<file path="src/design/rlpe_pkg.sv">
`timescale 1ns / 1ps
// ----------------------------------------------------------------------------
// rlpe_pkg: shared types and constants of the RGB LED pulse encoder
// Register indexes, reset values, hue arithmetic constants, and the structs
// passed between the front end, the item queue and the pulse serializer.
// ----------------------------------------------------------------------------
package rlpe_pkg;

  // Field widths
  localparam int unsigned TicksW    = 10;
  localparam int unsigned CountW    = 8;
  localparam int unsigned ChanW     = 8;
  localparam int unsigned HueW      = 16;
  localparam int unsigned ColorW    = 3 * ChanW;
  localparam int unsigned CfgDataW  = TicksW;
  localparam int unsigned CfgIdxW   = 2;

  // Bit slots per LED and the slot counter width (one extra slot for latch)
  localparam int unsigned BitsPerLed = 24;
  localparam int unsigned SlotW      = $clog2(BitsPerLed + 1);

  // Hue reduction: quotient by 360 through a reciprocal, exact for 16 bits
  localparam int unsigned HueCircle     = 360;
  localparam int unsigned HueSegment    = 60;
  localparam int unsigned HueRecipShift = 24;
  localparam int unsigned HueRecip      = (1 << HueRecipShift) / HueCircle + 1;
  localparam int unsigned HueProdW      = 2 * HueW;
  localparam int unsigned HueQuotW      = HueProdW - HueRecipShift;
  localparam int unsigned HueModW       = 9;
  localparam int unsigned HueFracW      = 6;
  localparam int unsigned FullScale     = 255;

  // Register reset values
  localparam logic [TicksW-1:0] OneHighReset  = TicksW'(150);
  localparam logic [TicksW-1:0] ZeroHighReset = TicksW'(75);
  localparam logic [CountW-1:0] LatchReset    = CountW'(50);
  localparam logic [CountW-1:0] LedCountReset = CountW'(5);

  // Default depth of the queue between front end and serializer
  localparam int unsigned QueueDepthDefault = 2;

  // Input command codes
  typedef enum logic {
    CmdRgb = 1'b0,
    CmdHue = 1'b1
  } cmd_e;

  // Configuration register indexes
  typedef enum logic [CfgIdxW-1:0] {
    CfgOneHigh  = 2'd0,
    CfgZeroHigh = 2'd1,
    CfgLatch    = 2'd2,
    CfgLedCount = 2'd3
  } cfg_idx_e;

  // Configuration register file
  typedef struct packed {
    logic [TicksW-1:0] one_high;
    logic [TicksW-1:0] zero_high;
    logic [CountW-1:0] latch_slots;
    logic [CountW-1:0] led_count;
  } cfg_t;

  // One classified LED request in the queue
  typedef struct packed {
    logic [ColorW-1:0] color;       // green, red, blue
    logic              frame_done;  // this LED closes the frame
  } item_t;

endpackage

</file>
<file path="src/design/rlpe_front.sv">
`timescale 1ns / 1ps
// ----------------------------------------------------------------------------
// rlpe_front: request intake and colour classification
// Accepts LED requests, tracks the position in the frame, reduces a hue to a
// saturated colour and pushes packed GRB items into the queue.
// ----------------------------------------------------------------------------
module rlpe_front (
  input  logic                           clk_i,
  input  logic                           rst_ni,
  input  logic                           push,
  output logic                           full,
  input  logic                           cmd_i,
  input  logic [rlpe_pkg::ChanW-1:0]     red_i,
  input  logic [rlpe_pkg::ChanW-1:0]     green_i,
  input  logic [rlpe_pkg::ChanW-1:0]     blue_i,
  input  logic [rlpe_pkg::HueW-1:0]      hue_i,
  input  logic [rlpe_pkg::CountW-1:0]    led_count_i,
  input  logic                           q_full_i,
  output logic                           q_push_o,
  output rlpe_pkg::item_t                q_item_o
);

  localparam int unsigned ModCalcW = rlpe_pkg::HueQuotW + rlpe_pkg::HueModW;

  logic                               accept;
  logic                               advance;
  logic [rlpe_pkg::HueProdW-1:0]      hue_prod;
  logic [rlpe_pkg::CountW-1:0]        pos_inc;
  logic                               done_now;

  logic [rlpe_pkg::CountW-1:0]        pos_q, pos_d;
  logic                               valid_q, valid_d;
  logic                               cmd_q;
  logic [rlpe_pkg::ColorW-1:0]        rgb_q;
  logic [rlpe_pkg::HueW-1:0]          hue_q;
  logic [rlpe_pkg::HueQuotW-1:0]      quot_q;
  logic                               done_q;

  logic [ModCalcW-1:0]                mod_full;
  logic [rlpe_pkg::HueModW-1:0]       hue_mod;
  logic [2:0]                         seg;
  logic [rlpe_pkg::HueFracW-1:0]      frac;
  logic [rlpe_pkg::HueFracW-1:0]      frac_inv;
  logic [rlpe_pkg::TicksW-1:0]        rise_prod;
  logic [rlpe_pkg::TicksW-1:0]        fall_prod;
  logic [rlpe_pkg::ChanW-1:0]         rise;
  logic [rlpe_pkg::ChanW-1:0]         fall;
  logic [rlpe_pkg::ChanW-1:0]         hr, hg, hb;

  // Stage register advances when empty or when the queue takes its item
  assign advance  = !valid_q || !q_full_i;
  assign full     = !advance;
  assign accept   = push && advance;
  assign q_push_o = valid_q && !q_full_i;

  // Quotient of the hue by 360 via reciprocal multiply
  assign hue_prod = rlpe_pkg::HueProdW'(hue_i) *
                    rlpe_pkg::HueProdW'(rlpe_pkg::HueRecip);

  // Frame position: the LED that reaches the count closes the frame
  assign pos_inc  = pos_q + rlpe_pkg::CountW'(1);
  assign done_now = (pos_inc >= led_count_i);

  always_comb begin
    pos_d   = pos_q;
    valid_d = valid_q;
    if (advance) begin
      valid_d = push;
    end
    if (accept) begin
      pos_d = done_now ? '0 : pos_inc;
    end
  end

  // Hold control state
  always_ff @(posedge clk_i or negedge rst_ni) begin
    if (!rst_ni) begin
      pos_q   <= '0;
      valid_q <= 1'b0;
    end else begin
      pos_q   <= pos_d;
      valid_q <= valid_d;
    end
  end

  // Capture the request payload
  always_ff @(posedge clk_i) begin
    if (accept) begin
      cmd_q  <= cmd_i;
      rgb_q  <= {green_i, red_i, blue_i};
      hue_q  <= hue_i;
      quot_q <= hue_prod[rlpe_pkg::HueProdW-1:rlpe_pkg::HueRecipShift];
      done_q <= done_now;
    end
  end

  // Remainder modulo 360, then segment and offset within it
  assign mod_full = ModCalcW'(hue_q) -
                    ModCalcW'(quot_q) * ModCalcW'(rlpe_pkg::HueCircle);
  assign hue_mod  = mod_full[rlpe_pkg::HueModW-1:0];

  always_comb begin
    priority if (hue_mod >= rlpe_pkg::HueModW'(300)) begin
      seg  = 3'd5;
      frac = rlpe_pkg::HueFracW'(hue_mod - rlpe_pkg::HueModW'(300));
    end else if (hue_mod >= rlpe_pkg::HueModW'(240)) begin
      seg  = 3'd4;
      frac = rlpe_pkg::HueFracW'(hue_mod - rlpe_pkg::HueModW'(240));
    end else if (hue_mod >= rlpe_pkg::HueModW'(180)) begin
      seg  = 3'd3;
      frac = rlpe_pkg::HueFracW'(hue_mod - rlpe_pkg::HueModW'(180));
    end else if (hue_mod >= rlpe_pkg::HueModW'(120)) begin
      seg  = 3'd2;
      frac = rlpe_pkg::HueFracW'(hue_mod - rlpe_pkg::HueModW'(120));
    end else if (hue_mod >= rlpe_pkg::HueModW'(60)) begin
      seg  = 3'd1;
      frac = rlpe_pkg::HueFracW'(hue_mod - rlpe_pkg::HueModW'(60));
    end else begin
      seg  = 3'd0;
      frac = rlpe_pkg::HueFracW'(hue_mod);
    end
  end

  // Ramps: 255*f/60 equals 17*f/4 truncated
  assign frac_inv  = rlpe_pkg::HueFracW'(rlpe_pkg::HueSegment) - frac;
  assign rise_prod = rlpe_pkg::TicksW'(frac) * rlpe_pkg::TicksW'(17);
  assign fall_prod = rlpe_pkg::TicksW'(frac_inv) * rlpe_pkg::TicksW'(17);
  assign rise      = rise_prod[rlpe_pkg::TicksW-1:2];
  assign fall      = fall_prod[rlpe_pkg::TicksW-1:2];

  always_comb begin
    unique case (seg)
      3'd0:    begin hr = 8'(rlpe_pkg::FullScale); hg = rise; hb = '0; end
      3'd1:    begin hr = fall; hg = 8'(rlpe_pkg::FullScale); hb = '0; end
      3'd2:    begin hr = '0; hg = 8'(rlpe_pkg::FullScale); hb = rise; end
      3'd3:    begin hr = '0; hg = fall; hb = 8'(rlpe_pkg::FullScale); end
      3'd4:    begin hr = rise; hg = '0; hb = 8'(rlpe_pkg::FullScale); end
      default: begin hr = 8'(rlpe_pkg::FullScale); hg = '0; hb = fall; end
    endcase
  end

  // Pack the queue item
  always_comb begin
    q_item_o.frame_done = done_q;
    if (cmd_q == rlpe_pkg::CmdHue) begin
      q_item_o.color = {hg, hr, hb};
    end else begin
      q_item_o.color = rgb_q;
    end
  end

endmodule

</file>
<file path="src/design/rlpe_queue.sv">
`timescale 1ns / 1ps
// ----------------------------------------------------------------------------
// rlpe_queue: short item queue between front end and serializer
// Register-based first-in first-out buffer of classified LED items.
// ----------------------------------------------------------------------------
module rlpe_queue #(
  parameter int unsigned Depth = rlpe_pkg::QueueDepthDefault
) (
  input  logic            clk_i,
  input  logic            rst_ni,
  input  logic            push_i,
  input  rlpe_pkg::item_t wdata_i,
  output logic            full_o,
  input  logic            pop_i,
  output rlpe_pkg::item_t rdata_o,
  output logic            empty_o
);

  localparam int unsigned PtrW = (Depth > 1) ? $clog2(Depth) : 1;
  localparam int unsigned CntW = $clog2(Depth + 1);

  rlpe_pkg::item_t mem_q [Depth];
  logic [PtrW-1:0] wr_ptr_q, wr_ptr_d;
  logic [PtrW-1:0] rd_ptr_q, rd_ptr_d;
  logic [CntW-1:0] cnt_q, cnt_d;
  logic            do_push, do_pop;

  assign full_o  = (cnt_q == CntW'(Depth));
  assign empty_o = (cnt_q == '0);
  assign do_push = push_i && !full_o;
  assign do_pop  = pop_i && !empty_o;
  assign rdata_o = mem_q[rd_ptr_q];

  // Advance pointers with wrap at the depth
  always_comb begin
    wr_ptr_d = wr_ptr_q;
    rd_ptr_d = rd_ptr_q;
    cnt_d    = cnt_q;
    if (do_push) begin
      wr_ptr_d = (wr_ptr_q == PtrW'(Depth - 1)) ? '0 : wr_ptr_q + PtrW'(1);
    end
    if (do_pop) begin
      rd_ptr_d = (rd_ptr_q == PtrW'(Depth - 1)) ? '0 : rd_ptr_q + PtrW'(1);
    end
    if (do_push && !do_pop) begin
      cnt_d = cnt_q + CntW'(1);
    end else if (do_pop && !do_push) begin
      cnt_d = cnt_q - CntW'(1);
    end
  end

  always_ff @(posedge clk_i or negedge rst_ni) begin
    if (!rst_ni) begin
      wr_ptr_q <= '0;
      rd_ptr_q <= '0;
      cnt_q    <= '0;
    end else begin
      wr_ptr_q <= wr_ptr_d;
      rd_ptr_q <= rd_ptr_d;
      cnt_q    <= cnt_d;
    end
  end

  // Store pushed items
  always_ff @(posedge clk_i) begin
    if (do_push) begin
      mem_q[wr_ptr_q] <= wdata_i;
    end
  end

  // Fill level never passes the depth
  a_cnt_bound: assert property (@(posedge clk_i) disable iff (!rst_ni)
    cnt_q <= CntW'(Depth))
    else $error("queue fill level beyond depth");

endmodule

</file>
<file path="src/design/rlpe_back.sv">
`timescale 1ns / 1ps
// ----------------------------------------------------------------------------
// rlpe_back: pulse serializer
// Expands each queued LED item into 24 bit-slot results, MSB first, plus the
// frame latch when the item closes the frame, through an output register.
// ----------------------------------------------------------------------------
module rlpe_back (
  input  logic                          clk_i,
  input  logic                          rst_ni,
  input  rlpe_pkg::cfg_t                cfg_i,
  input  logic                          q_empty_i,
  input  rlpe_pkg::item_t               q_item_i,
  output logic                          q_pop_o,
  input  logic                          pop,
  output logic                          empty,
  output logic [rlpe_pkg::TicksW-1:0]   pulse_high_o,
  output logic [rlpe_pkg::CountW-1:0]   repeat_slots_o,
  output logic                          is_latch_o,
  output logic                          run_end_o
);

  localparam logic [rlpe_pkg::SlotW-1:0] LastBit  = rlpe_pkg::SlotW'(rlpe_pkg::BitsPerLed - 1);
  localparam logic [rlpe_pkg::SlotW-1:0] LatchIdx = rlpe_pkg::SlotW'(rlpe_pkg::BitsPerLed);

  logic                              busy_q, busy_d;
  logic [rlpe_pkg::SlotW-1:0]        idx_q, idx_d;
  logic [rlpe_pkg::ColorW-1:0]       color_q, color_d;
  logic                              done_q, done_d;
  logic                              out_valid_q, out_valid_d;
  logic [rlpe_pkg::TicksW-1:0]       out_pulse_q;
  logic [rlpe_pkg::CountW-1:0]       out_rep_q;
  logic                              out_latch_q;
  logic                              out_end_q;

  logic                              out_adv;
  logic                              emit;
  logic                              last_emit;
  logic                              load;
  logic                              latch_slot;
  logic [rlpe_pkg::TicksW-1:0]       slot_pulse;
  logic [rlpe_pkg::CountW-1:0]       slot_rep;
  logic                              slot_end;

  // Output register frees up when empty or when its result is taken
  assign out_adv   = !out_valid_q || pop;
  assign emit      = busy_q && out_adv;
  assign latch_slot = (idx_q == LatchIdx);
  assign last_emit = latch_slot || ((idx_q == LastBit) && !done_q);
  assign load      = !q_empty_i && (!busy_q || (emit && last_emit));
  assign q_pop_o   = load;

  // Current slot value
  always_comb begin
    if (latch_slot) begin
      slot_pulse = '0;
      slot_rep   = (cfg_i.latch_slots == '0) ? rlpe_pkg::CountW'(1) : cfg_i.latch_slots;
    end else begin
      slot_pulse = color_q[rlpe_pkg::ColorW-1] ? cfg_i.one_high : cfg_i.zero_high;
      slot_rep   = rlpe_pkg::CountW'(1);
    end
    slot_end = last_emit;
  end

  // Advance through the slots of the current item, fetch the next one
  always_comb begin
    busy_d      = busy_q;
    idx_d       = idx_q;
    color_d     = color_q;
    done_d      = done_q;
    out_valid_d = out_adv ? busy_q : out_valid_q;
    if (emit) begin
      idx_d   = idx_q + rlpe_pkg::SlotW'(1);
      color_d = {color_q[rlpe_pkg::ColorW-2:0], 1'b0};
      if (last_emit) begin
        busy_d = 1'b0;
      end
    end
    if (load) begin
      busy_d  = 1'b1;
      idx_d   = '0;
      color_d = q_item_i.color;
      done_d  = q_item_i.frame_done;
    end
  end

  always_ff @(posedge clk_i or negedge rst_ni) begin
    if (!rst_ni) begin
      busy_q      <= 1'b0;
      idx_q       <= '0;
      out_valid_q <= 1'b0;
    end else begin
      busy_q      <= busy_d;
      idx_q       <= idx_d;
      out_valid_q <= out_valid_d;
    end
  end

  // Hold item payload and the result register
  always_ff @(posedge clk_i) begin
    color_q <= color_d;
    done_q  <= done_d;
    if (emit) begin
      out_pulse_q <= slot_pulse;
      out_rep_q   <= slot_rep;
      out_latch_q <= latch_slot;
      out_end_q   <= slot_end;
    end
  end

  assign empty          = !out_valid_q;
  assign pulse_high_o   = out_pulse_q;
  assign repeat_slots_o = out_rep_q;
  assign is_latch_o     = out_latch_q;
  assign run_end_o      = out_end_q;

  // The latch slot is reached only by an item that closes the frame
  a_latch_needs_done: assert property (@(posedge clk_i) disable iff (!rst_ni)
    busy_q && latch_slot |-> done_q)
    else $error("latch slot on an item that does not close the frame");

  // A latch result always ends its run and carries zero duty
  a_latch_shape: assert property (@(posedge clk_i) disable iff (!rst_ni)
    out_valid_q && out_latch_q |-> out_end_q && (out_pulse_q == '0))
    else $error("malformed latch result");

  // A new item is taken only when the current one is finishing or none is held
  a_load_order: assert property (@(posedge clk_i) disable iff (!rst_ni)
    load && busy_q |-> emit && last_emit)
    else $error("item fetched while the current one is unfinished");

  // Slot index stays within data bits plus latch
  a_idx_bound: assert property (@(posedge clk_i) disable iff (!rst_ni)
    busy_q |-> idx_q <= LatchIdx)
    else $error("slot index out of range");

endmodule

</file>
<file path="src/design/rgb_led_pulse_encoder_top.sv">
`timescale 1ns / 1ps
// ----------------------------------------------------------------------------
// rgb_led_pulse_encoder_top: RGB LED bit-slot pulse encoder
// Path: front-end stage register, item queue, serializer, output register.
// Throughput: one result per cycle while pop is held: 24 results per LED, 25 for
//   the LED that closes a frame; the single serializer emits one slot a cycle.
// Reset: registers return to 150 / 75 / 50 / 5, frame position to 0, queue
//   and output register empty.
// ----------------------------------------------------------------------------
module rgb_led_pulse_encoder_top #(
  parameter int unsigned QueueDepth = rlpe_pkg::QueueDepthDefault
) (
  input  logic                            clk_i,
  input  logic                            rst_ni,
  // configuration write port
  input  logic                            cfg_we_i,
  input  logic [rlpe_pkg::CfgIdxW-1:0]    cfg_idx_i,
  input  logic [rlpe_pkg::CfgDataW-1:0]   cfg_wdata_i,
  // request side
  input  logic                            push,
  output logic                            full,
  input  logic                            cmd_i,
  input  logic [rlpe_pkg::ChanW-1:0]      red_i,
  input  logic [rlpe_pkg::ChanW-1:0]      green_i,
  input  logic [rlpe_pkg::ChanW-1:0]      blue_i,
  input  logic [rlpe_pkg::HueW-1:0]       hue_i,
  // result side
  output logic                            empty,
  input  logic                            pop,
  output logic [rlpe_pkg::TicksW-1:0]     pulse_high_o,
  output logic [rlpe_pkg::CountW-1:0]     repeat_slots_o,
  output logic                            is_latch_o,
  output logic                            run_end_o
);

  rlpe_pkg::cfg_t  cfg_q, cfg_d;
  logic            q_push, q_full, q_pop, q_empty;
  rlpe_pkg::item_t q_wdata, q_rdata;

  // Decode register writes, masked to the register width
  always_comb begin
    cfg_d = cfg_q;
    if (cfg_we_i) begin
      unique case (rlpe_pkg::cfg_idx_e'(cfg_idx_i))
        rlpe_pkg::CfgOneHigh:  cfg_d.one_high    = cfg_wdata_i;
        rlpe_pkg::CfgZeroHigh: cfg_d.zero_high   = cfg_wdata_i;
        rlpe_pkg::CfgLatch:    cfg_d.latch_slots = cfg_wdata_i[rlpe_pkg::CountW-1:0];
        rlpe_pkg::CfgLedCount: cfg_d.led_count   = cfg_wdata_i[rlpe_pkg::CountW-1:0];
        default:               cfg_d = cfg_q;
      endcase
    end
  end

  always_ff @(posedge clk_i or negedge rst_ni) begin
    if (!rst_ni) begin
      cfg_q.one_high    <= rlpe_pkg::OneHighReset;
      cfg_q.zero_high   <= rlpe_pkg::ZeroHighReset;
      cfg_q.latch_slots <= rlpe_pkg::LatchReset;
      cfg_q.led_count   <= rlpe_pkg::LedCountReset;
    end else begin
      cfg_q <= cfg_d;
    end
  end

  rlpe_front u_front (
    .clk_i       (clk_i),
    .rst_ni      (rst_ni),
    .push        (push),
    .full        (full),
    .cmd_i       (cmd_i),
    .red_i       (red_i),
    .green_i     (green_i),
    .blue_i      (blue_i),
    .hue_i       (hue_i),
    .led_count_i (cfg_q.led_count),
    .q_full_i    (q_full),
    .q_push_o    (q_push),
    .q_item_o    (q_wdata)
  );

  rlpe_queue #(
    .Depth (QueueDepth)
  ) u_queue (
    .clk_i   (clk_i),
    .rst_ni  (rst_ni),
    .push_i  (q_push),
    .wdata_i (q_wdata),
    .full_o  (q_full),
    .pop_i   (q_pop),
    .rdata_o (q_rdata),
    .empty_o (q_empty)
  );

  rlpe_back u_back (
    .clk_i          (clk_i),
    .rst_ni         (rst_ni),
    .cfg_i          (cfg_q),
    .q_empty_i      (q_empty),
    .q_item_i       (q_rdata),
    .q_pop_o        (q_pop),
    .pop            (pop),
    .empty          (empty),
    .pulse_high_o   (pulse_high_o),
    .repeat_slots_o (repeat_slots_o),
    .is_latch_o     (is_latch_o),
    .run_end_o      (run_end_o)
  );

endmodule

</file>
<file path="config.mk">
export PLATFORM = sky130hd
export DESIGN_NAME = rgb_led_pulse_encoder_top
export DESIGN_NICKNAME = d
export VERILOG_FILES = /design/src/design/rlpe_pkg.sv /design/src/design/rlpe_front.sv /design/src/design/rlpe_queue.sv /design/src/design/rlpe_back.sv /design/src/design/rgb_led_pulse_encoder_top.sv
export SDC_FILE = /design/constraint.sdc
export NUM_CORES = 1
export LEC_CHECK = 0
export CAP_MARGIN = 20
export CORE_ASPECT_RATIO = 0.8
export CORE_MARGIN = 2
export CORE_UTILIZATION = 60
export CTS_CLUSTER_SIZE = 14
export DETAILED_ROUTE_END_ITERATION = 12
export DONT_BUFFER_PORTS = 1
export PLACE_DENSITY = 0.76
export REMOVE_ABC_BUFFERS = 1
export SYNTH_ARGS = -nofsm -noshare
export SYNTH_HDL_FRONTEND = slang
export SYNTH_SLANG_ARGS = --single-unit
</file>
<file path="constraint.sdc">
create_clock -name clk_i -period 8.9 [get_ports clk_i]
set_clock_uncertainty 0.1 [all_clocks]
set_input_delay 1.335 -clock clk_i [delete_from_list [all_inputs] [get_ports clk_i]]
set_output_delay 1.335 -clock clk_i [all_outputs]
set_load 0.01 [all_outputs]
</file>
After elaboration in Yosys (flattened, before gate mapping)
Memories as Yosys holds them, arrays and structs flattened.
Cells that the tools add are included.
{"block": "totals", "out_inout_bits": 22, "memories": 1, "elab_cells": 127, "reg_bits": 144, "mem_bits_rw": 50}
{"block": "classes", "n_mux": 29, "order_cmp": 6, "n_mul": 4, "n_eq_ne": 10, "n_reduce_logical": 40, "add_sub_neg": 13, "bitwise_logic": 1}
{"name": "u_queue.mem_q", "words": 2, "width": 25, "read_ports": 1, "rd_clocked_by_memory_dff": 0, "write_ports": 1, "line_no": "rlpe_queue.sv:22", "rtl": "rlpe_pkg::item_t mem_q [Depth];"}
{"cell": "24-bit 2-to-1 mux", "n": 3}
{"cell": "8-bit one-hot mux with 3 select lines", "n": 3}
{"cell": "16-bit by 14-bit multiplier with 30-bit output (second input constant)", "n": 1}
{"cell": "6-bit 2-to-1 mux", "n": 5}
{"cell": "6-bit subtractor (second input constant)", "n": 5}
{"cell": "6-bit by 5-bit multiplier with 10-bit output (second input constant)", "n": 2}
{"cell": "9-bit by 8-bit >= comparator with 1-bit output (second input constant)", "n": 2}
{"cell": "3-bit 2-to-1 mux", "n": 4}
{"cell": "5-bit equality test (second input constant)", "n": 2}
{"cell": "1-bit logical AND", "n": 10}
{"cell": "10-bit 2-to-1 mux", "n": 1}
{"cell": "5-bit 2-to-1 mux", "n": 2}
{"cell": "2-bit AND reduction", "n": 5}
{"cell": "2-bit OR reduction", "n": 5}
{"cell": "9-bit by 6-bit >= comparator with 1-bit output (second input constant)", "n": 1}
{"cell": "9-bit by 7-bit >= comparator with 1-bit output (second input constant)", "n": 1}
{"cell": "9-bit >= comparator (second input constant)", "n": 1}
{"cell": "1-bit logical NOT", "n": 9}
{"cell": "9-bit subtractor", "n": 1}
{"cell": "8-bit by 1-bit adder with 8-bit output (second input constant)", "n": 1}
{"cell": "8-bit >= comparator", "n": 1}
{"cell": "8-bit logical NOT", "n": 1}
{"cell": "8-bit by 6-bit multiplier with 6-bit output (second input constant)", "n": 1}
{"cell": "1-bit 2-to-1 mux", "n": 8}
{"cell": "17 further kinds", "n": 28}

Logic depth before layout (Yosys ltp)
Gate-level depths: netlist (run 1).
{"block": "logic_depth", "word_depth": 12, "ltp_mapped": 28, "mapped_depth_nobuf": 27}

Modules after synthesis
Synthesis (run 1) repeated with hierarchy kept, for this count alone.
{"block": "hier_totals", "cells_unflattened": 1055, "hier_area_um2": 12903.6}
{"mod": "rlpe_front", "area_each_um2": 7035.5, "seq_area_each_um2": 1456.4, "n_inst": 1, "cells_each": 722}
{"mod": "rlpe_back", "area_each_um2": 2379.8, "seq_area_each_um2": 1526.5, "n_inst": 1, "cells_each": 158}
{"mod": "rlpe_queue", "area_each_um2": 2102.0, "seq_area_each_um2": 1601.5, "n_inst": 1, "cells_each": 97}
{"mod": "rgb_led_pulse_encoder_top", "area_each_um2": 1386.3, "seq_area_each_um2": 917.1, "n_inst": 1, "cells_each": 78}

Worst setup path after synthesis (run 1)
OpenSTA, ideal clock, no wires.
{"block": "synth_path", "path_kind": "in2reg", "startpoint": "in hue_i[2] (netlist name)", "endpoint": "reg u_front.quot_q[5] (netlist name) (data pin)", "setup_ns": 0.136, "path_stages": 18, "path_slack_ns": 2.345, "path_buffers": 0, "required_time_ns": 8.664, "arrival_time_ns": 6.319, "cell_sequence": "ha_1 -> inv_1 -> fa_1 -> inv_1 -> fa_1 -> fa_1 -> fa_1 -> fa_1 -> ha_1 -> a21o_1 -> a21o_1 -> a21oi_1 -> o21ai_0 -> a211oi_1 -> nor2_1 -> o41a_1 -> or4_1 -> nand3_1"}
{"block": "synth_via", "elab_chain_len": 1}
{"item": "from (decl)", "line_no": "rgb_led_pulse_encoder_top.sv:26", "rtl": "input logic [rlpe_pkg::HueW-1:0] hue_i,"}
{"item": "16-bit by 14-bit multiplier with 30-bit output", "line_no": "rlpe_front.sv:57", "rtl": "assign hue_prod = rlpe_pkg::HueProdW'(hue_i) *"}
{"item": "named net u_front.hue_prod, one bit", "line_no": "rlpe_front.sv:27", "rtl": "logic [rlpe_pkg::HueProdW-1:0] hue_prod;"}
{"item": "to (signal assigned)", "line_no": "rlpe_front.sv:92", "rtl": "quot_q <= hue_prod[rlpe_pkg::HueProdW-1:rlpe_pkg::HueRecipShift];"}
{"item": "to (decl)", "line_no": "rlpe_front.sv:36", "rtl": "logic [rlpe_pkg::HueQuotW-1:0] quot_q;"}
The timed path passes the listed nets, and every way through them passes these cells.
A chain may end at the register's enable or synchronous reset.

==> flow_summary.ini, run 1 <==
[detailed_routing]
routed-via-count = 7821
first_pass_iters = 5
routed_wl_um = 25080
post-route-drc-count = 0
post_drt_wl_per_cell_um = 18.51
drt_iter0_drc = 598
vias_per_cell = 5.772
postRouteAntennaNets = 0

[place]
gp_congestion = 0.9318
dpl.hpwl_um = 18360
port_buffers = 0

[clock_network]
cts_tree = done
clk_latency_ns = 0.43
cts_buffers = 17
max-clock-path-buffers = 2
cts_hold_buffers = 0
post_cts_buffers = 0
clk_pin_slew_ns = 0.08
cts_root_buffer = clkbuf_16
clock-sinks = 192
cts-resized-gates = 0
h-tree-depth = 4

[layout]
drive_above_1_share = 0.1089
area_growth_pct = 7.451
fin_nets = 1330

[global_routing]
antenna_found_initial = 3
grt_max_degree = 57
overflow = 0
grt.total_usage = 0.2427
grt_pass1_wl_um = 41380
grt_pass1_vias = 8196

[setup_path]
crit_type = register to register
r2r-end = u_queue.mem_q[1][8]
crit_top_cell = ha_1
reg2reg_slack_ns = 1.76
crit_start = u_front.quot_q[2]
worstPathArrival_ns = 7.19
required_ns = 8.94
crit_chain = ha_1 -> ha_1 -> inv_1 -> fa_1 -> inv_1 -> ha_1 -> inv_1 -> ha_1 -> nand2_1 -> a21oi_1 -> a211oi_4 -> xnor2_1 -> nor2_1 -> a221oi_2 -> inv_2 -> or3_1 -> xnor2_1 -> ha_1 -> ha_1 -> fa_1 -> or4_1 -> nand3_1 -> xor2_2 -> a31oi_1
max_stage_delay_ns = 0.90
cp-end-kind = register
slowest_stage = a221oi_2
crit_end = u_queue.mem_q[1][8]
worst-r2r-cell-count = 24
cp_max_fo = 13
r2r_start = u_front.quot_q[2]
start_kind = register

[worst_hold_path]
min_path_cells = 0
hp-class = register to register

[floorplanning]
die_w_um = 165.3
num_rows = 47
ios = 80
start_util = 0.6071
die_area_mm2 = 0.02200
dieHeight_um = 133.1
core_area_mm2 = 0.02058

[yosys]
synthCells = 1069
yosysTopAreaCellShare = 0.3269
synth_edf_count = 136
ys_seq_area_frac = 0.4403
synth.avg_cell_area_um2 = 11.69
synth_area_leader_cell = edfxtp_1
synth_area_leaders = edfxtp_1 (33%), ha_1 (15%), fa_1 (9.0%)
async_flop_share = 0.2917
yosysWarnings = 0
synth_most_common_cell = ha_1
synth-seq-cells = 192
synthTopCellsByCount = ha_1 (145), inv_1 (140), edfxtp_1 (136)
netlist_area_mm2 = 0.01249
synth-main-ff-cell = edfxtp_1
synth_cell_types = 76

[run_status]
status = completed

[timing]
slew_violations = 0
finalSetupViolations = 0
worst_pin_slew_ns = 1.077
rsz0062_at_grt = false
finalCritPeriodShare = 0.8027
max-slew-margin-rel = 0.2822
timing.fmax_mhz = 140.0
hold_viol_final = 0
setup_tns_ns = 0
fin_crit_ns = 7.144

[job]
cap_violations = 0
-- cells in the final DEF (no fill, tap or decap), types with 5 or more instances in the layout --
cell	instances
ha_1	145
dfrtp_1	43
fa_1	56
o21ai_0	25
a21o_1	20
a31oi_1	6
nor3_1	13
dfstp_2	13
a221oi_1	5
mux2i_1	36
xor2_1	13
clkinv_8	5
nand3_1	13
nand3b_1	5
nor2_1	95
inv_1	140
clkbuf_16	17
a21oi_1	60
mux2_2	41
xnor2_1	29
inv_2	5
and3_1	17
nand2b_1	8
nand2_1	36
a211oi_1	6
buf_4	8
edfxtp_1	136
nand4_1	5
-- metal layers --
| layer | share of wire | vias to the layer above | wire, um | GRT usage |
|---|---|---|---|---|
| met5 | 0.00064 | - | 16 | 0 |
| met4 | 0.015 | 2 | 365 | 0.05316 |
| met3 | 0.058 | 31 | 1448 | 0.05705 |
| met2 | 0.48 | 203 | 12130 | 0.3991 |
| met1 | 0.44 | 3829 | 11120 | 0.3312 |
| li1 | - | 3756 | - | - |
-- cells by family after synthesis --
group / count (synthesis) / share of synthesized area
multiplexers: 78 / 0.06689
XOR/XNOR: 47 / 0.03825
AO/OA/AOI/OAI: 164 / 0.08632
flip-flops: 192 / 0.4403
AND/OR/NAND/NOR: 215 / 0.08101
buffers and inverters: 172 / 0.05227
adder cells (fa/ha/maj): 201 / 0.2349
-- layout make-up --
| class | instances | area (um^2) |
|---|---|---|
| fillers | 1564 | 7157 |
| clock inverters | 15 | 182.7 |
| clock buffers | 17 | 425.4 |
| repair buffers | 9 | 80.08 |
| flip-flops and latches | 192 | 5502 |
| diodes | 2 | 5.005 |
| well taps | 269 | 336.6 |
| multi-input cells | 705 | 6346 |
| inverters | 146 | 548.0 |
-- sequential cells by signal, indices dropped and copies added (netlist names), 2 cells and up --
signal and cells:
cfg_q 36, u_back.color_q 24, u_queue.mem_q 50, u_back.pulse_high_o 10, u_front.pos_q 8, u_front.hue_q 9, u_queue.cnt_q 2, u_back.idx_q 5
u_front.rgb_q 24, u_front.quot_q 6, u_back.repeat_slots_o 8
-- critical path: cells and delay by family, from the launching register on --
kind / cells / cell delay (ns)
buffers and inverters: 4 / 0.22
adder cells (fa/ha/maj): 8 / 2.54
AND/OR/NAND/NOR: 5 / 1.28
XOR/XNOR: 3 / 0.98
flip-flops: 1 / 0.40
AO/OA/AOI/OAI: 4 / 1.34
-- how the worst min path moves through the flow --
stage	start	endpoint	slack (ns)
final	u_front.done_q	u_queue.mem_q[0][0]	0.36
after global routing	u_front.done_q	u_queue.mem_q[0][0]	0.38
after CTS	u_front.done_q	u_queue.mem_q[0][0]	0.35
after detailed placement	u_front.done_q	u_queue.mem_q[1][0]	0.34
after global placement	u_front.done_q	u_queue.mem_q[0][0]	0.32
after floorplan	u_front.done_q	u_queue.mem_q[0][0]	0.32
-- metrics by stage --
step	setup slack (ns)	hold WS, ns	util	instance area [um^2]	instances
floorplan	2.345	0.3215	-	12390	1043
global placement	1.888	0.3230	0.6215	12790	1320
detailed placement	1.802	0.3363	0.6215	12790	1320
CTS	1.778	0.3540	0.6511	13400	1352
global route	1.186	0.3810	0.6520	13420	1353
finish	1.756	0.3578	0.6523	13430	1355
Power of run 1 is not shown: default switching activity piles up to over one toggle a cycle in this logic, so the estimate is an artifact.
==> inputs of run 2 (changes only) <==
==> constraint.sdc (replaced) <==
create_clock -name clk_i -period 6.8 [get_ports clk_i]
set_clock_uncertainty 0.1 [all_clocks]
set_input_delay 1.02 -clock clk_i [delete_from_list [all_inputs] [get_ports clk_i]]
set_output_delay 1.02 -clock clk_i [all_outputs]
set_load 0.01 [all_outputs]
==> flow_summary.ini, run 2 (same netlist as run 1, synthesis figures left out) <==
[timing]
hold_viol_final = 0
worst_pin_slew_ns = 0.9254
rsz0062_at_grt = false
finalCritPeriodShare = 0.9538
slew_violations = 0
timing.fmax_mhz = 154.2
max-slew-margin-rel = 0.3831
setup_tns_ns = 0
fin_crit_ns = 6.486
whs_ns = 0.1715
finalSetupViolations = 0

[floorplanning]
ios = 80
start_util = 0.6071
num_rows = 47
core_area_mm2 = 0.02058
die_area_mm2 = 0.02200
dieHeight_um = 133.1
die_w_um = 165.3

[setup_path]
cp_max_fo = 12
start_kind = register
r2r_start = u_front.quot_q[2]
crit_type = register to register
crit_end = u_queue.mem_q[1][8]
crit_start = u_front.quot_q[2]
required_ns = 6.85
reg2reg_slack_ns = 0.31
worstPathArrival_ns = 6.53
worst-r2r-cell-count = 25
r2r-end = u_queue.mem_q[1][8]
cp-end-kind = register

[layout]
top_register = u_queue.mem_q
fin_nets = 1340
drive_above_1_share = 0.1179
largest_register_ffs = 50
multi_input_area_mm2 = 0.006362
regArea_mm2 = 0.005502
area_growth_pct = 8.061
final_cell_mix = ha_1 (145), inv_1 (140), edfxtp_1 (136), nor2_1 (95), a21oi_1 (60)
nFillCells = 1588
top_regs = u_queue.mem_q (50), cfg_q (36)
layout_commonest_cell = ha_1

[detailed_routing]
first_pass_iters = 5
routed_wl_um = 25230
routed-via-count = 7771
postRouteAntennaNets = 0
post-route-drc-count = 0
drt_iter0_drc = 536
post_drt_wl_per_cell_um = 18.48
vias_per_cell = 5.693

[clock_network]
h-tree-depth = 4
clk_latency_ns = 0.43
clk_pin_slew_ns = 0.08
cts_root_buffer = clkbuf_16
post_cts_buffers = 0
cts_buffers = 17
cts_tree = done
max-clock-path-buffers = 2
clock-sinks = 192

[job]
cap_violations = 0

[global_routing]
grt_pass1_wl_um = 41280
antenna_found_initial = 3
grt_max_degree = 57
grt_pass1_vias = 7986
overflow = 0
grt.total_usage = 0.2440

[place]
port_buffers = 0
dpl.hpwl_um = 18530
gp_congestion = 0.8947

[run_status]
status = completed

[worst_hold_path]
hp-class = input pin to asynchronous set/reset pin
## run 2: cell types whose count changed in the layout (fill, tap and decap cells not counted), sizes merged
cell / previous run / this run
buf: 9 / 19
clkbuf: 17 / 18
clkinv: 7 / 8
inv: 154 / 152
## run 2: how the worst min path moves through the flow
stage	start	to	slack [ns]	cells past startpoint
after floorplan	u_front.done_q	u_queue.mem_q[0][0]	0.32	0
after global placement	u_front.done_q	u_queue.mem_q[0][0]	0.32	0
after detailed placement	u_front.done_q	u_queue.mem_q[1][0]	0.35	0
after CTS	rst_ni	cfg_q[35]	0.16	0
after global routing	rst_ni	cfg_q[25]	0.15	0
final	rst_ni	cfg_q[29]	0.17	0
## run 2: metal layers
metal	global-route usage	vias up	wire length, um
li1	-	3777	-
met1	0.3359	3772	11530
met2	0.3931	186	11980
met3	0.05611	34	1312
met4	0.06513	2	392
met5	0	-	16
## run 2: critical path, stage by stage (launching register included)
cell and delay [ns]:
edfxtp_1 0.40, ha_1 0.31, ha_1 0.27, inv_1 0.05, fa_1 0.52, inv_1 0.04
ha_1 0.26, inv_1 0.04, ha_1 0.34, inv_1 0.07, and3_1 0.16, or2_4 0.29
or3_1 0.44, o2111a_1 0.14, a221o_1 0.44, inv_2 0.13, nand2_1 0.07, nor2_1 0.13
xnor2_1 0.13, ha_1 0.25, ha_1 0.23, fa_2 0.38, or4_1 0.53, nand3_1 0.12
xor2_2 0.22, a31oi_1 0.14
## run 2: per-stage QoR
step,instances,instance area (um^2),utilization,setup WS (ns)
after CTS,1361,13460,0.6537,0.1211
final,1365,13500,0.6560,0.3142
after detailed placement,1329,12860,0.6248,0.1368
after global routing,1363,13500,0.6557,0.01676
after global placement,1329,12860,0.6248,0.2242
after floorplan,1043,12390,-,0.3223
## run 2: repair_timing
item	CTS	global route
hold endpoints to repair	0	0
gates resized for setup	0	3
endpoints found under the setup margin	0	6
hold buffers	0	0
## run 2: area by class of cell
type / instances / share of cell area
multi-input cells: 705 / 0.4712
flip-flops and latches: 192 / 0.4075
inverters: 146 / 0.04059
clock buffers: 18 / 0.03206
well taps: 269 / 0.02493
clock inverters: 14 / 0.01205
repair buffers: 19 / 0.01131
diodes: 2 / 0.0003707
Power of run 2 is left out for the same reason.
==> inputs of run 3 (changes only) <==
==> constraint.sdc (replaced) <==
create_clock -name clk_i -period 6.7 [get_ports clk_i]
set_clock_uncertainty 0.1 [all_clocks]
set_input_delay 1.005 -clock clk_i [delete_from_list [all_inputs] [get_ports clk_i]]
set_output_delay 1.005 -clock clk_i [all_outputs]
set_load 0.01 [all_outputs]
==> flow_summary.ini, run 3 (same netlist as run 1, synthesis figures left out) <==
[run_status]
status = completed

[layout]
layout_commonest_cell = ha_1
top_regs = u_queue.mem_q (50), cfg_q (36)
largest_register_ffs = 50
area_growth_pct = 8.522
final_cell_mix = ha_1 (145), inv_1 (140), edfxtp_1 (136), nor2_1 (95), a21oi_1 (60)
top_register = u_queue.mem_q
drive_above_1_share = 0.1239
fin_nets = 1344

[setup_path]
slowest_stage = fa_1
crit_type = register to register
reg2reg_slack_ns = 0.31
max_stage_delay_ns = 0.52
path_buf_inv = 5
crit_family = adder cells
cp-end-kind = register
start_kind = register
worstPathArrival_ns = 6.44
crit_top_cell = ha_1
cp_max_fo = 12
required_ns = 6.75

[global_routing]
antenna_found_initial = 3
grt_max_degree = 57
overflow = 0
grt_pass1_vias = 7966
grt.total_usage = 0.2437
grt_pass1_wl_um = 41310

[detailed_routing]
first_pass_iters = 5
routed_wl_um = 25220
routed-via-count = 7767
drt_iter0_drc = 541
post-route-drc-count = 0
postRouteAntennaNets = 0
vias_per_cell = 5.673
post_drt_wl_per_cell_um = 18.42

[timing]
finalSetupViolations = 0
worst_pin_slew_ns = 0.9543
max-slew-margin-rel = 0.3638
timing.fmax_mhz = 156.6
finalCritPeriodShare = 0.9531
slew_violations = 0
hold_viol_final = 0
rsz0062_at_grt = false
setup_tns_ns = 0
fin_crit_ns = 6.386

[floorplanning]
start_util = 0.6071
dieHeight_um = 133.1
die_w_um = 165.3
num_rows = 47
die_area_mm2 = 0.02200
ios = 80
core_area_mm2 = 0.02058

[place]
port_buffers = 0
gp_congestion = 0.9062
dpl.hpwl_um = 18520

[clock_network]
clock-sinks = 192
cts_tree = done
max-clock-path-buffers = 2
clk_pin_slew_ns = 0.09
clk_latency_ns = 0.43
cts_hold_buffers = 0
cts_buffers = 17
h-tree-depth = 4
cts_root_buffer = clkbuf_16

[worst_hold_path]
hp-class = input pin to asynchronous set/reset pin

[job]
cap_violations = 0
==> run 3: worst register-to-register path, stage by stage, from the launching register on <==
cell and delay (ns):
edfxtp_1 0.41, ha_1 0.31, ha_1 0.27, inv_1 0.05, fa_1 0.52, inv_1 0.04
ha_1 0.27, inv_1 0.04, ha_1 0.33, inv_1 0.06, and3_1 0.16, or2_4 0.29
or3_4 0.42, o2111a_1 0.13, a221o_1 0.39, inv_2 0.10, nand2_1 0.07, nor2_1 0.14
xnor2_1 0.15, ha_1 0.26, ha_1 0.23, fa_2 0.37, or4_1 0.52, nand3_1 0.13
xor2_2 0.20, a31oi_1 0.12
==> run 3: cell type report <==
| cell class | instances | area (um^2) |
|---|---|---|
| Fill cell | 1571 | 7023 |
| Multi-Input combinational cell | 706 | 6385 |
| Sequential cell | 192 | 5502 |
| Inverter | 146 | 548.0 |
| Clock buffer | 17 | 425.4 |
| Tap cell | 269 | 336.6 |
| Clock inverter | 15 | 182.7 |
| Timing Repair Buffer | 22 | 175.2 |
| Antenna cell | 2 | 5.005 |
==> run 3: path summary, 6_finish.rpt <==
kind | start | to | depth (start not counted)
hold / removal | rst_ni | cfg_q[25] | 0
max in group asynchronous | rst_ni | cfg_q[30] | 0
min in group clk_i | u_front.done_q | u_queue.mem_q[1][0] | 0
hold reg to reg | u_front.done_q | u_queue.mem_q[1][0] | 0
setup reg to reg | u_front.quot_q[2] | u_queue.mem_q[1][8] | 25
setup / recovery | u_front.quot_q[2] | u_queue.mem_q[1][8] | 25
==> run 3: timing repair <==
item                                    4_1_cts  5_1_grt
setup buffers                                 0        2
endpoints found under the hold margin         0        0
endpoints found under the setup margin        0       16
resized for setup                             0        5
==> run 3: metal layers <==
metal	GRT usage	routed length (um)	vias to the layer above
met2	0.4028	12180	181
met3	0.05549	1362	22
li1	-	-	3783
met4	0.05316	221	2
met1	0.3319	11440	3779
met5	0	12	-
==> run 3: per-stage QoR <==
| step | setup WS, ns | utilization | hold WS (ns) | std cells | area, um^2 |
|---|---|---|---|---|---|
| after floorplan | 0.2223 | - | 0.3215 | 1043 | 12390 |
| final | 0.3143 | 0.6588 | 0.1614 | 1369 | 13560 |
| after global routing | 0.0001448 | 0.6585 | 0.1378 | 1367 | 13550 |
| after detailed placement | 0.1162 | 0.6252 | 0.3400 | 1330 | 12870 |
| after CTS | 0.08126 | 0.6547 | 0.1395 | 1362 | 13480 |
| after global placement | 0.1871 | 0.6252 | 0.3241 | 1330 | 12870 |
Power of run 3 is left out for the same reason.
